## src/design/deq_pkg.sv

```systemverilog
// ----------------------------------------------------------------------------
// deq_pkg
// Shared types and constants of the double-ended queue: store geometry,
// operation and status codes, and the controller command group.
// ----------------------------------------------------------------------------
package deq_pkg;

  localparam int unsigned DEPTH = 64;
  localparam int unsigned AW    = $clog2(DEPTH);
  localparam int unsigned CW    = $clog2(DEPTH + 1);
  localparam int unsigned DW    = 64;

  typedef enum logic [2:0] {
    MODE_PUSH_FRONT = 3'd0,
    MODE_PUSH_BACK  = 3'd1,
    MODE_POP_FRONT  = 3'd2,
    MODE_POP_BACK   = 3'd3,
    MODE_REVERSE    = 3'd4
  } mode_e;

  typedef enum logic [1:0] {
    ST_DONE  = 2'd0,
    ST_FULL  = 2'd1,
    ST_EMPTY = 2'd2
  } status_e;

  // commands from the controller to the datapath
  typedef struct packed {
    logic exec;      // operation beat taken this cycle
    logic load_out;  // move the looked-up words into the output register
  } cmd_t;

  // ring wrap of a sum known to stay below twice the depth
  function automatic logic [AW-1:0] wrap_idx(logic [CW:0] sum);
    logic [AW-1:0] r;
    if (sum >= (CW+1)'(DEPTH)) begin
      r = AW'(sum - (CW+1)'(DEPTH));
    end else begin
      r = AW'(sum);
    end
    return r;
  endfunction

endpackage

```

## src/design/deq_ctrl.sv

```systemverilog
// ----------------------------------------------------------------------------
// deq_ctrl
// Controller: takes one operation beat, waits in the write-back state for the
// lookup and a free output register, then loads the result into that register.
// ----------------------------------------------------------------------------
module deq_ctrl (
  input  logic          clk_i,
  input  logic          rst_ni,
  input  logic          in_valid_i,
  output logic          in_ready_o,
  output logic          out_valid_o,
  input  logic          out_ready_i,
  output deq_pkg::cmd_t cmd_o
);
  import deq_pkg::*;

  typedef enum logic [1:0] {
    S_IDLE = 2'b01,
    S_WB   = 2'b10
  } state_e;

  state_e state_q, state_d;
  logic   out_valid_q, out_valid_d;
  logic   out_free;

  assign out_free    = !out_valid_q || out_ready_i;
  assign in_ready_o  = (state_q == S_IDLE);
  assign out_valid_o = out_valid_q;

  always_comb begin
    state_d        = state_q;
    cmd_o.exec     = 1'b0;
    cmd_o.load_out = 1'b0;
    case (state_q)
      S_IDLE: begin
        if (in_valid_i) begin
          cmd_o.exec = 1'b1;
          state_d    = S_WB;
        end
      end
      S_WB: begin
        if (out_free) begin
          cmd_o.load_out = 1'b1;
          state_d        = S_IDLE;
        end
      end
      default: state_d = S_IDLE;
    endcase
  end

  always_comb begin
    out_valid_d = out_valid_q;
    if (cmd_o.load_out) begin
      out_valid_d = 1'b1;
    end else if (out_ready_i) begin
      out_valid_d = 1'b0;
    end
  end

  always_ff @(posedge clk_i or negedge rst_ni) begin
    if (!rst_ni) begin
      state_q     <= S_IDLE;
      out_valid_q <= 1'b0;
    end else begin
      state_q     <= state_d;
      out_valid_q <= out_valid_d;
    end
  end

endmodule

```

## config.mk

```make
export PLATFORM = sky130hd
export DESIGN_NAME = deq_ctrl
export DESIGN_NICKNAME = d
export VERILOG_FILES = /design/src/design/deq_pkg.sv /design/src/design/deq_ctrl.sv
export SDC_FILE = /design/constraint.sdc
export NUM_CORES = 1
export LEC_CHECK = 0
export BUFFER_PORTS_ARGS = -buffer_cell sky130_fd_sc_hd__buf_4
export CAP_MARGIN = 5
export CORE_AREA = 2 2 39 41
export DETAILED_ROUTE_END_ITERATION = 8
export DIE_AREA = 0 0 41 43
export GPL_ROUTABILITY_DRIVEN = 1
export HOLD_SLACK_MARGIN = 0.12
export PLACE_DENSITY = 0.36
export SLEW_MARGIN = 5
export SYNTH_ARGS = -nofsm -noshare
export SYNTH_HDL_FRONTEND = slang
export SYNTH_SLANG_ARGS = --single-unit
```

## constraint.sdc

```tcl
create_clock -name clk_i -period 1.1 [get_ports clk_i]
set_input_delay 0 -clock clk_i [delete_from_list [all_inputs] [get_ports clk_i]]
set_output_delay 0 -clock clk_i [all_outputs]
set_load 0.01 [all_outputs]
```

Word-level counts from Yosys, hierarchy flattened
Cells that the tools add are included.
{"block": "totals", "word_cells": 19, "in_bits": 4, "output_inout_bits": 4, "register_bits": 3}
{"block": "op_classes", "n_mux": 9, "reduce_logical": 4, "eq_ne": 4}
{"cell": "$mux W1", "n": 6}
{"cell": "$mux W2", "n": 2}
{"cell": "$ne A2 B2 Y1 const B", "n": 2}
{"cell": "$pmux W2 S2", "n": 1}
{"cell": "$eq A2 B1 Y1 const B", "n": 1}
{"cell": "$eq A2 B2 Y1 const B", "n": 1}
{"cell": "$reduce_and A2 Y1", "n": 1}
{"cell": "$reduce_bool A2 Y1", "n": 1}
{"cell": "$logic_not A1 Y1", "n": 1}
{"cell": "$logic_or A1 B1 Y1", "n": 1}

Longest topological paths before layout
Gate-level depths: netlist of the first run.
{"block": "depth", "depth_word": 5, "ltp_mapped": 3, "depth_no_buf": 2}

Least setup slack after synthesis of the first run
No wires, ideal clock.
{"block": "synth_path", "path_type": "register -> register", "from": "register state_q[0]", "to": "register state_q[0]", "stages_incl_launch_ff": 3, "path_slack_ps": 171, "path_buffers": 0, "required_time_ps": 1013, "arrival_time_ps": 842, "period_less_slack_ps": 929, "setup_ps": 87, "cell_sequence": "dfstp_2 > nor2b_1 > a2bb2oi_1"}
{"block": "synth_via", "elab_chain_cells": 3, "elab_cells_between_ends": 6, "cone_classes": "eq/ne: 4; mux: 1; reduce/logical: 1"}
{"element": "from (decl)", "line": "deq_ctrl.sv:22", "rtl": "state_e state_q, state_d;"}
{"element": "from (signal assigned)", "line": "deq_ctrl.sv:65", "rtl": "state_q <= state_d;"}
{"element": "$eq A2 B1 Y1 *"}
{"element": "named net in_ready_o", "line": "deq_ctrl.sv:10", "rtl": "output logic in_ready_o,"}
{"element": "$ne A2 B2 Y1 (no source line)"}
{"element": "$reduce_and A2 Y1 (no source line)"}
Mark *: on every way through the listed nets, which the timed path passes. The rest lies on a longest branch.
A chain may end at the register's enable or synchronous reset.

==> impl_metrics.yaml, run 1 <==
status:
  status: "complete, no violations"
synth:
  synth.distinct_cells: 9
  synth_area_um2: 138
  yosysWarnings: 0
  async_flop_share_pct: 100
  ys_seq_area_share_pct: 55.5
  syn_inst: 12
  synth-edff-count: 0
  post-synth-top-area-cell: "dfrtp_1"
  syn_avg_cell_area_um2: 11.5
  synth_nets: 16
  yosys-top-cells-area: "dfrtp_1 36%, dfstp_2 19%, nand2b_1 9.1%, nor2b_1 9.1%, a2bb2oi_1 6.4%"
  synth_ff_type: "dfrtp_1"
  synthTopCellsByCount: "2 x dfrtp_1, 2 x nand2b_1, 2 x nor2b_1"
  ys_ff_latch: 3
  synth_top_area_share_pct: 36.4
drt:
  drtIter0Drc: 0
  routedWlPerCell_um: 8.48
  drtPass1Iterations: 1
  ant_nets: 0
  drcViolationCount: 0
  avgViaCountPerCell: 3.26
  wirelength_um: 356
  vias: 137
clocking:
  root_buffer: "clkbuf_4"
  path_clk_slew_ns: 0.04
  cts-htree-levels: 1
  cts_inserted_buffers: 3
  tritoncts: "done"
  clock_latency_ns: 0.23
  cts.sinks: 3
  clockBufferDepth: 2
  ctsHoldBuffers: 3
placed_design:
  placement.cell_area_um2: 203
  portBuffers: 7
  hpwlAfterDp_um: 235
  gp_congestion: 0.540
  placed_cells: 34
sta:
  hold_viol: 0
  rsz0062_at_grt: "true"
  max_freq_mhz: 946
  tightestPinTransition_ns: 0.164
  maxSlewViolCount: 0
  skew_ns: 0.00284
  setup_viol: 0
  finalSetupTns_ns: 0
  slew_headroom_pct: 89.0
  period_share_pct: 96.1
  finalCriticalPeriod_ns: 1.06
cells_and_area:
  final.fill_count: 159
  final_net_count: 31
  post-route-cell-area_um2: 277
  final_cells: 42
  layout-drive-gt1-share_pct: 53.8
  post-route-util_pct: 20.0
  n_antenna_cell: 0
  syn_to_final_growth_pct: 101
floorplanning:
  fp.dieW_um: 41
  initial_utilization_pct: 9.95
  core-area_um2: 1380
  io_pins: 8
  die_y_um: 43
  rows: 14
  die-area_um2: 1760
worst_setup_path:
  critPathRequiredTime_ns: 1.10
  crit_chain: "and3b_1, buf_4"
  worst_path_max_delay_cell: "dfstp_2"
  startpoint_type: "flip-flop"
  crit_arrival_ns: 1.06
  critPathCaptureType: "output pin"
  critPathMaxStageDelay_ns: 0.53
  path_max_fanout: 3
  crit_type: "flip-flop to output pin"
  crit_family: "flip-flops"
  path_buf_inv: 1
global_routing:
  grt_first_pass_wirelength_um: 469
  antenna_found_initial: 0
  grt_pass1_vias: 134
  grt_max_degree: 5
  grt_overflow_total: 0
  track_usage_pct: 4.93
power:
  p_leak_nw: 0.137
  powerDensity_nw_per_um2: 1550
  vdd_drop_max_mv: 0.263
hold_path:
  hp-class: "input pin to flip-flop"
run:
  drv_cap: 0
-- report_power, final --
group,internal [W],switching (W)
Clock,0.000136,0.0000590
Sequential,0.000128,0.0000114
Combinational,0.0000594,0.0000356
-- flip-flops by register name, indices dropped and copies added, names as in the netlist --
register,flops
out_valid_o,1
state_q,2
-- stage by stage --
step	total power [W]	worst slack, ns	hold slack, ns
global route	0.000467	-0.00525	0.103
floorplan	0.000175	0.171	-0.296
global placement	0.000213	0.166	-0.210
CTS	0.000433	0.0177	0.0943
finish	0.000429	0.0427	0.103
detailed placement	0.000215	0.152	-0.207
-- per-layer routing --
layer / up-vias / track usage [%] / part of all wire, %
li1: 67 / - / -
met1: 58 / 4.22 / 39
met2: 10 / 4.69 / 38
met3: 2 / 3.14 / 17
met4: 0 / 10.0 / 5.3
met5: - / 0 / 0
-- final timing paths --
path	slack (ns)	cells past startpoint	to	start
max in group asynchronous	0.34	3	out_valid_o	rst_ni
worst max-delay path	0.04	2	cmd_o[1]	state_q[0]
worst min-delay path	0.10	3	out_valid_o	out_ready_i
min in group asynchronous	0.24	2	state_q[0]	rst_ni
worst max register to register	0.11	3	state_q[0]	state_q[0]
worst min register to register	0.55	2	out_valid_o	out_valid_o
-- logic make-up (layout without fill, tap and decap cells) --
kind of cell,after synthesis,count (layout),share of synthesized area [%]
compound gates,2,2,11.8
buf+inv,1,15,5.46
flops,3,3,55.5
simple gates,6,6,27.3
-- timing repair --
item | in CTS | in global routing
gates resized for setup | 1 | 1
setup buffers | 0 | 1
endpoints found under the hold margin | 6 | 1
setup endpoints to repair | 1 | 2
-- worst register-to-register path: stages, from the launching register on --
cell	delay [ns]
dfstp_2	0.53
nand2b_4	0.12
buf_4	0.11
a2bb2oi_1	0.16
-- layout by cell type (no fill, tap or decap), types with 2 or more instances in the layout --
master | synthesis | routed
buf_4 | 1 | 8
clkbuf_4 | 0 | 3
dlygate4sd3_1 | 0 | 3
dfrtp_1 | 2 | 2
-- cell type report --
type | count | area [um2] | share of cell area [%]
sequential | 3 | 76.3 | 27.6
timing repair buffer | 11 | 90.1 | 32.6
clock buffer | 4 | 26.3 | 9.50
tap | 16 | 20.0 | 7.24
multi-input combinational | 8 | 63.8 | 23.1
(Power assumes the default switching activity.)
==> run 2, diff against run 1 <==
--- a/config.mk
+++ b/config.mk
@@ -5,6 +5,7 @@
 export SDC_FILE = /design/constraint.sdc
 export NUM_CORES = 1
 export LEC_CHECK = 0
+export ABC_AREA = 1
 export BUFFER_PORTS_ARGS = -buffer_cell sky130_fd_sc_hd__buf_4
 export CAP_MARGIN = 5
 export CORE_AREA = 2 2 39 41
@@ -12,7 +13,7 @@
 export DIE_AREA = 0 0 41 43
 export GPL_ROUTABILITY_DRIVEN = 1
 export HOLD_SLACK_MARGIN = 0.12
-export PLACE_DENSITY = 0.36
+export PLACE_DENSITY = 0.37
 export SLEW_MARGIN = 5
 export SYNTH_ARGS = -nofsm -noshare
 export SYNTH_HDL_FRONTEND = slang
==> impl_metrics.yaml, run 2 <==
power:
  powerDensity_nw_per_um2: 1430
  p_leak_nw: 0.187
  vdd_drop_max_mv: 0.474
placed_design:
  gp_congestion: 0.646
  portBuffers: 7
  placement.cell_area_um2: 219
  hpwlAfterDp_um: 246
global_routing:
  grt_pass1_vias: 149
  grt_overflow_total: 0
  antenna_found_initial: 0
  track_usage_pct: 5.52
  grt_first_pass_wirelength_um: 538
  grt_max_degree: 5
synth:
  post-synth-top-area-cell: "dfrtp_1"
  syn_avg_cell_area_um2: 7.00
  ys_seq_area_share_pct: 49.6
  ys_ff_latch: 3
  synth_nets: 26
  synthTopCellsByCount: "7 x inv_1, 7 x nand2_1, 3 x nor2_1"
  synth_area_um2: 154
  yosys-top-cells-area: "dfrtp_1 33%, dfstp_2 17%, inv_1 17%, nand2_1 17%, nor2_1 7.3%"
  synth-edff-count: 0
  synth_ff_type: "dfrtp_1"
  yosysWarnings: 0
  async_flop_share_pct: 100
  syn_inst: 22
  synth.distinct_cells: 7
  synth_top_area_share_pct: 32.5
cells_and_area:
  syn_to_final_growth_pct: 100
  largest_reg_flops: 2
  mostFrequentLayoutCells: "9 x buf_4, 7 x inv_1, 4 x nand2_1, 4 x dlygate4sd3_1"
  post-route-cell-area_um2: 308
  n_antenna_cell: 0
  layout-drive-gt1-share_pct: 44.7
  final_net_count: 43
  largest-register: "state_q"
  layout_commonest_cell: "buf_4"
floorplanning:
  rows: 14
  io_pins: 8
  die_y_um: 43
  fp.dieW_um: 41
  initial_utilization_pct: 11.1
  die-area_um2: 1760
  core-area_um2: 1380
sta:
  finalCriticalPeriod_ns: 1.07
  slew_headroom_pct: 93.3
  tightestPinTransition_ns: 0.100
  hold_viol: 0
  rsz0062_at_grt: "true"
  max_freq_mhz: 934
  maxSlewViolCount: 0
  period_share_pct: 97.4
  finalSetupTns_ns: 0
  setup_viol: 0
  skew_ns: 0.00316
clocking:
  cts-htree-levels: 1
  path_clk_slew_ns: 0.04
  clock_latency_ns: 0.23
  clockBufferDepth: 2
  root_buffer: "clkbuf_4"
  cts.sinks: 3
  cts_inserted_buffers: 3
  tritoncts: "done"
worst_setup_path:
  startpoint_type: "flip-flop"
  r2r-end: "state_q[0]"
  cp-startpoint: "state_q[0]"
  path_max_fanout: 2
  r2r_start: "state_q[0]"
  r2r_setup_slack_ns: 0.17
  crit_arrival_ns: 1.07
  reg2regPathDepth: 5
  critPathRequiredTime_ns: 1.10
  crit_type: "flip-flop to output pin"
  critPathCaptureType: "output pin"
drt:
  ant_nets: 0
  drtPass1Iterations: 2
  drtIter0Drc: 5
  avgViaCountPerCell: 3.09
  vias: 167
  wirelength_um: 360
  routedWlPerCell_um: 6.67
  drcViolationCount: 0
status:
  status: "complete, no violations"
run:
  drv_cap: 0
hold_path:
  hp-class: "input pin to async pin"
run 2: cell count changes in the layout (fill, tap and decap cells not counted):
cell	previous run	this run
dlygate4sd3_1	3	4
a2bb2oi_1	1	0
nor2b_1	1	0
buf_4	8	9
nand2_2	0	3
nand2b_1	1	0
nor2_1	0	3
o21bai_1	1	0
nand2_1	1	4
and3b_1	1	0
nor2b_2	1	0
nand2b_4	1	0
nor2_2	0	1
inv_1	0	7
run 2: power breakdown:
group	internal (W)	total, W	switching [W]
clock	0.000136	0.000197	0.0000605
sequential	0.000128	0.000136	0.00000840
combinational	0.0000587	0.000107	0.0000486
run 2: kinds of logic (layout without fill, tap and decap cells):
group | Yosys count | count (layout) | synth area share, %
buffers and inverters | 8 | 24 | 22.0
flip-flops | 3 | 3 | 49.6
AND/OR/NAND/NOR | 11 | 11 | 28.5
run 2: critical path, cell delays in order, from the launching register on:
cell and delay, ns:
dfstp_2 0.53, nand2_2 0.06, nor2_2 0.12, buf_4 0.13
run 2: cell type report:
cell class / count / area (um2)
clock buffer: 4 / 26.3
multi-input combinational: 11 / 51.3
timing repair buffer: 13 / 108
sequential: 3 / 76.3
tap: 16 / 20.0
inverter: 7 / 26.3
fill: 162 / 1080
run 2: worst max path at each step:
stage / depth (start not counted) / endpoint
after floorplan: 5 / state_q[1]
after global placement: 5 / state_q[1]
after detailed placement: 5 / state_q[1]
after CTS: 3 / cmd_o[1]
after global routing: 3 / cmd_o[1]
final: 3 / cmd_o[1]
run 2: through the flow:
stage | std cells | hold WS, ns | worst slack [ns] | power [W] | util (%)
after floorplan | 22 | -0.296 | 0.229 | 0.000178 | -
after global placement | 44 | -0.206 | 0.183 | 0.000217 | 15.8
after detailed placement | 44 | -0.208 | 0.180 | 0.000217 | 15.8
after CTS | 52 | 0.249 | 0.0211 | 0.000431 | 20.8
after global routing | 54 | 0.250 | -0.0123 | 0.000473 | 22.2
final | 54 | 0.244 | 0.0288 | 0.000440 | 22.2
run 2: repair_timing:
item,in CTS,in global routing
hold buffers,4,0
endpoints found under the hold margin,6,0
resized for setup,1,2
pin swaps,0,2
setup buffers,0,2
endpoints found under the setup margin,1,3
run 2: metal layers:
metal / part of all wire, % / global-route usage, % / vias to the layer above
met5: 0 / 0 / -
met4: 0 / 8.00 / 0
met3: 7.5 / 4.71 / 0
met2: 46 / 5.94 / 7
met1: 46 / 4.81 / 71
li1: - / - / 89
==> run 3, diff against run 2 <==
--- a/config.mk
+++ b/config.mk
@@ -13,7 +13,7 @@
 export DIE_AREA = 0 0 41 43
 export GPL_ROUTABILITY_DRIVEN = 1
 export HOLD_SLACK_MARGIN = 0.12
-export PLACE_DENSITY = 0.37
+export PLACE_DENSITY = 0.3
 export SLEW_MARGIN = 5
 export SYNTH_ARGS = -nofsm -noshare
 export SYNTH_HDL_FRONTEND = slang
==> impl_metrics.yaml, run 3 (synthesized netlist as in run 2, its figures left out) <==
drt:
  avgViaCountPerCell: 3.21
  routedWlPerCell_um: 6.85
  vias: 170
  wirelength_um: 363
  drtPass1Iterations: 4
  drcViolationCount: 0
  ant_nets: 0
  drtIter0Drc: 4
floorplanning:
  io_pins: 8
  core-area_um2: 1380
  initial_utilization_pct: 11.1
  die_y_um: 43
  fp.dieW_um: 41
  rows: 14
  die-area_um2: 1760
power:
  p_seq_share_pct: 31.1
  p_leak_nw: 0.184
  switching_share_pct: 25.9
  vdd_drop_max_mv: 0.395
  clockPowerShare_pct: 43.7
  p_comb_share_pct: 25.2
  total_power_w: 0.000436
  p_int_w: 0.000323
  powerDensity_nw_per_um2: 1420
  p_sw_w: 0.000113
clocking:
  clock_latency_ns: 0.23
  cts-htree-levels: 1
  root_buffer: "clkbuf_4"
  clockBufferDepth: 2
  path_clk_slew_ns: 0.04
  tritoncts: "done"
  cts_inserted_buffers: 3
  cts.sinks: 3
sta:
  skew_ns: 0.00186
  tightestPinTransition_ns: 0.112
  maxSlewViolCount: 0
  finalCriticalPeriod_ns: 1.06
  hold_viol: 0
  rsz0062_at_grt: "true"
  finalSetupTns_ns: 0
  max_freq_mhz: 945
  period_share_pct: 96.2
  slew_headroom_pct: 92.5
  setup_viol: 0
worst_setup_path:
  critPathCaptureType: "output pin"
  critPathRequiredTime_ns: 1.10
  crit_arrival_ns: 1.06
  r2r-end: "state_q[0]"
  r2r_setup_slack_ns: 0.17
  startpoint_type: "flip-flop"
  r2r_start: "state_q[0]"
  path_max_fanout: 2
  crit_type: "flip-flop to output pin"
  reg2regPathDepth: 4
placed_design:
  hpwlAfterDp_um: 253
  gp_congestion: 0.609
  portBuffers: 7
global_routing:
  use_met2_pct: 7.81
  antenna_found_initial: 0
  globalRoute.busiestLayer: "met2"
  grtUsageMet3_pct: 4.71
  grt_first_pass_wirelength_um: 634
  grtUsageMet1_pct: 6.13
  track_usage_pct: 5.63
  grt_pass1_vias: 184
  grt_max_degree: 5
  grt_overflow_total: 0
cells_and_area:
  layout-drive-gt1-share_pct: 40.5
  final_net_count: 42
  mostFrequentLayoutCells: "7 x inv_1, 7 x buf_4, 5 x nand2_1, 4 x dlygate4sd3_1"
  syn_to_final_growth_pct: 99.2
  largest-register: "state_q"
  n_antenna_cell: 0
  largest_reg_flops: 2
run:
  drv_cap: 0
hold_path:
  hp-class: "input pin to async pin"
status:
  status: "complete, no violations"
[run 3: critical path, stage by stage, from the launching register on]
cell	delay [ns]
dfstp_2	0.52
nand2_2	0.08
nor2_4	0.12
buf_6	0.11
[run 3: timing repair]
| action | CTS | global route |
|---|---|---|
| pin swaps | 0 | 1 |
| hold buffers | 4 | 0 |
| setup buffers | 0 | 1 |
| gates resized for setup | 1 | 3 |
| setup endpoints to repair | 1 | 1 |
| hold endpoints to repair | 6 | 0 |
[run 3: per-layer routing]
metal  part of all wire (%)  vias up
met5                      0        -
met4                      0        0
met2                     40        9
met1                     45       73
met3                     15        0
li1                       -       88
[run 3: metrics by stage]
step / util [%] / hold WS [ns] / instance area (um2) / setup slack [ns] / cells
floorplan: - / -0.296 / 154 / 0.229 / 22
global placement: 15.8 / -0.208 / 219 / 0.173 / 44
detailed placement: 15.8 / -0.205 / 219 / 0.183 / 44
CTS: 20.8 / 0.246 / 288 / 0.0124 / 52
global route: 22.2 / 0.262 / 307 / -0.00286 / 53
finish: 22.2 / 0.255 / 307 / 0.0413 / 53
[run 3: how the worst max path moves through the flow]
stage	from	end	slack, ns	cells after the start
2_1_floorplan	state_q[0]	state_q[1]	0.23	5
3_3_place_gp	state_q[0]	state_q[1]	0.17	5
3_5_place_dp	state_q[0]	state_q[1]	0.18	5
6_report	state_q[0]	cmd_o[1]	0.04	3
5_1_grt	state_q[0]	cmd_o[1]	-0.003	3
4_1_cts	state_q[0]	cmd_o[1]	0.01	3
[run 3: power groups by stage]
| stage | Clock (W) | Combinational [W] | Sequential [W] |
|---|---|---|---|
| finish | 0.000190 | 0.000110 | 0.000136 |
| global route | 0.000216 | 0.000123 | 0.000137 |
| CTS | 0.000202 | 0.0000946 | 0.000135 |
| detailed placement | 0 | 0.0000817 | 0.000135 |
| global placement | 0 | 0.0000817 | 0.000135 |
| floorplan | 0 | 0.0000411 | 0.000136 |
[run 3: area by class of cell]
class	instances	area, um2
Clock buffer	4	26.3
Inverter	7	26.3
Multi-Input combinational cell	11	53.8
Sequential cell	3	76.3
Timing Repair Buffer	12	104
Tap cell	16	20.0
Fill cell	158	1080
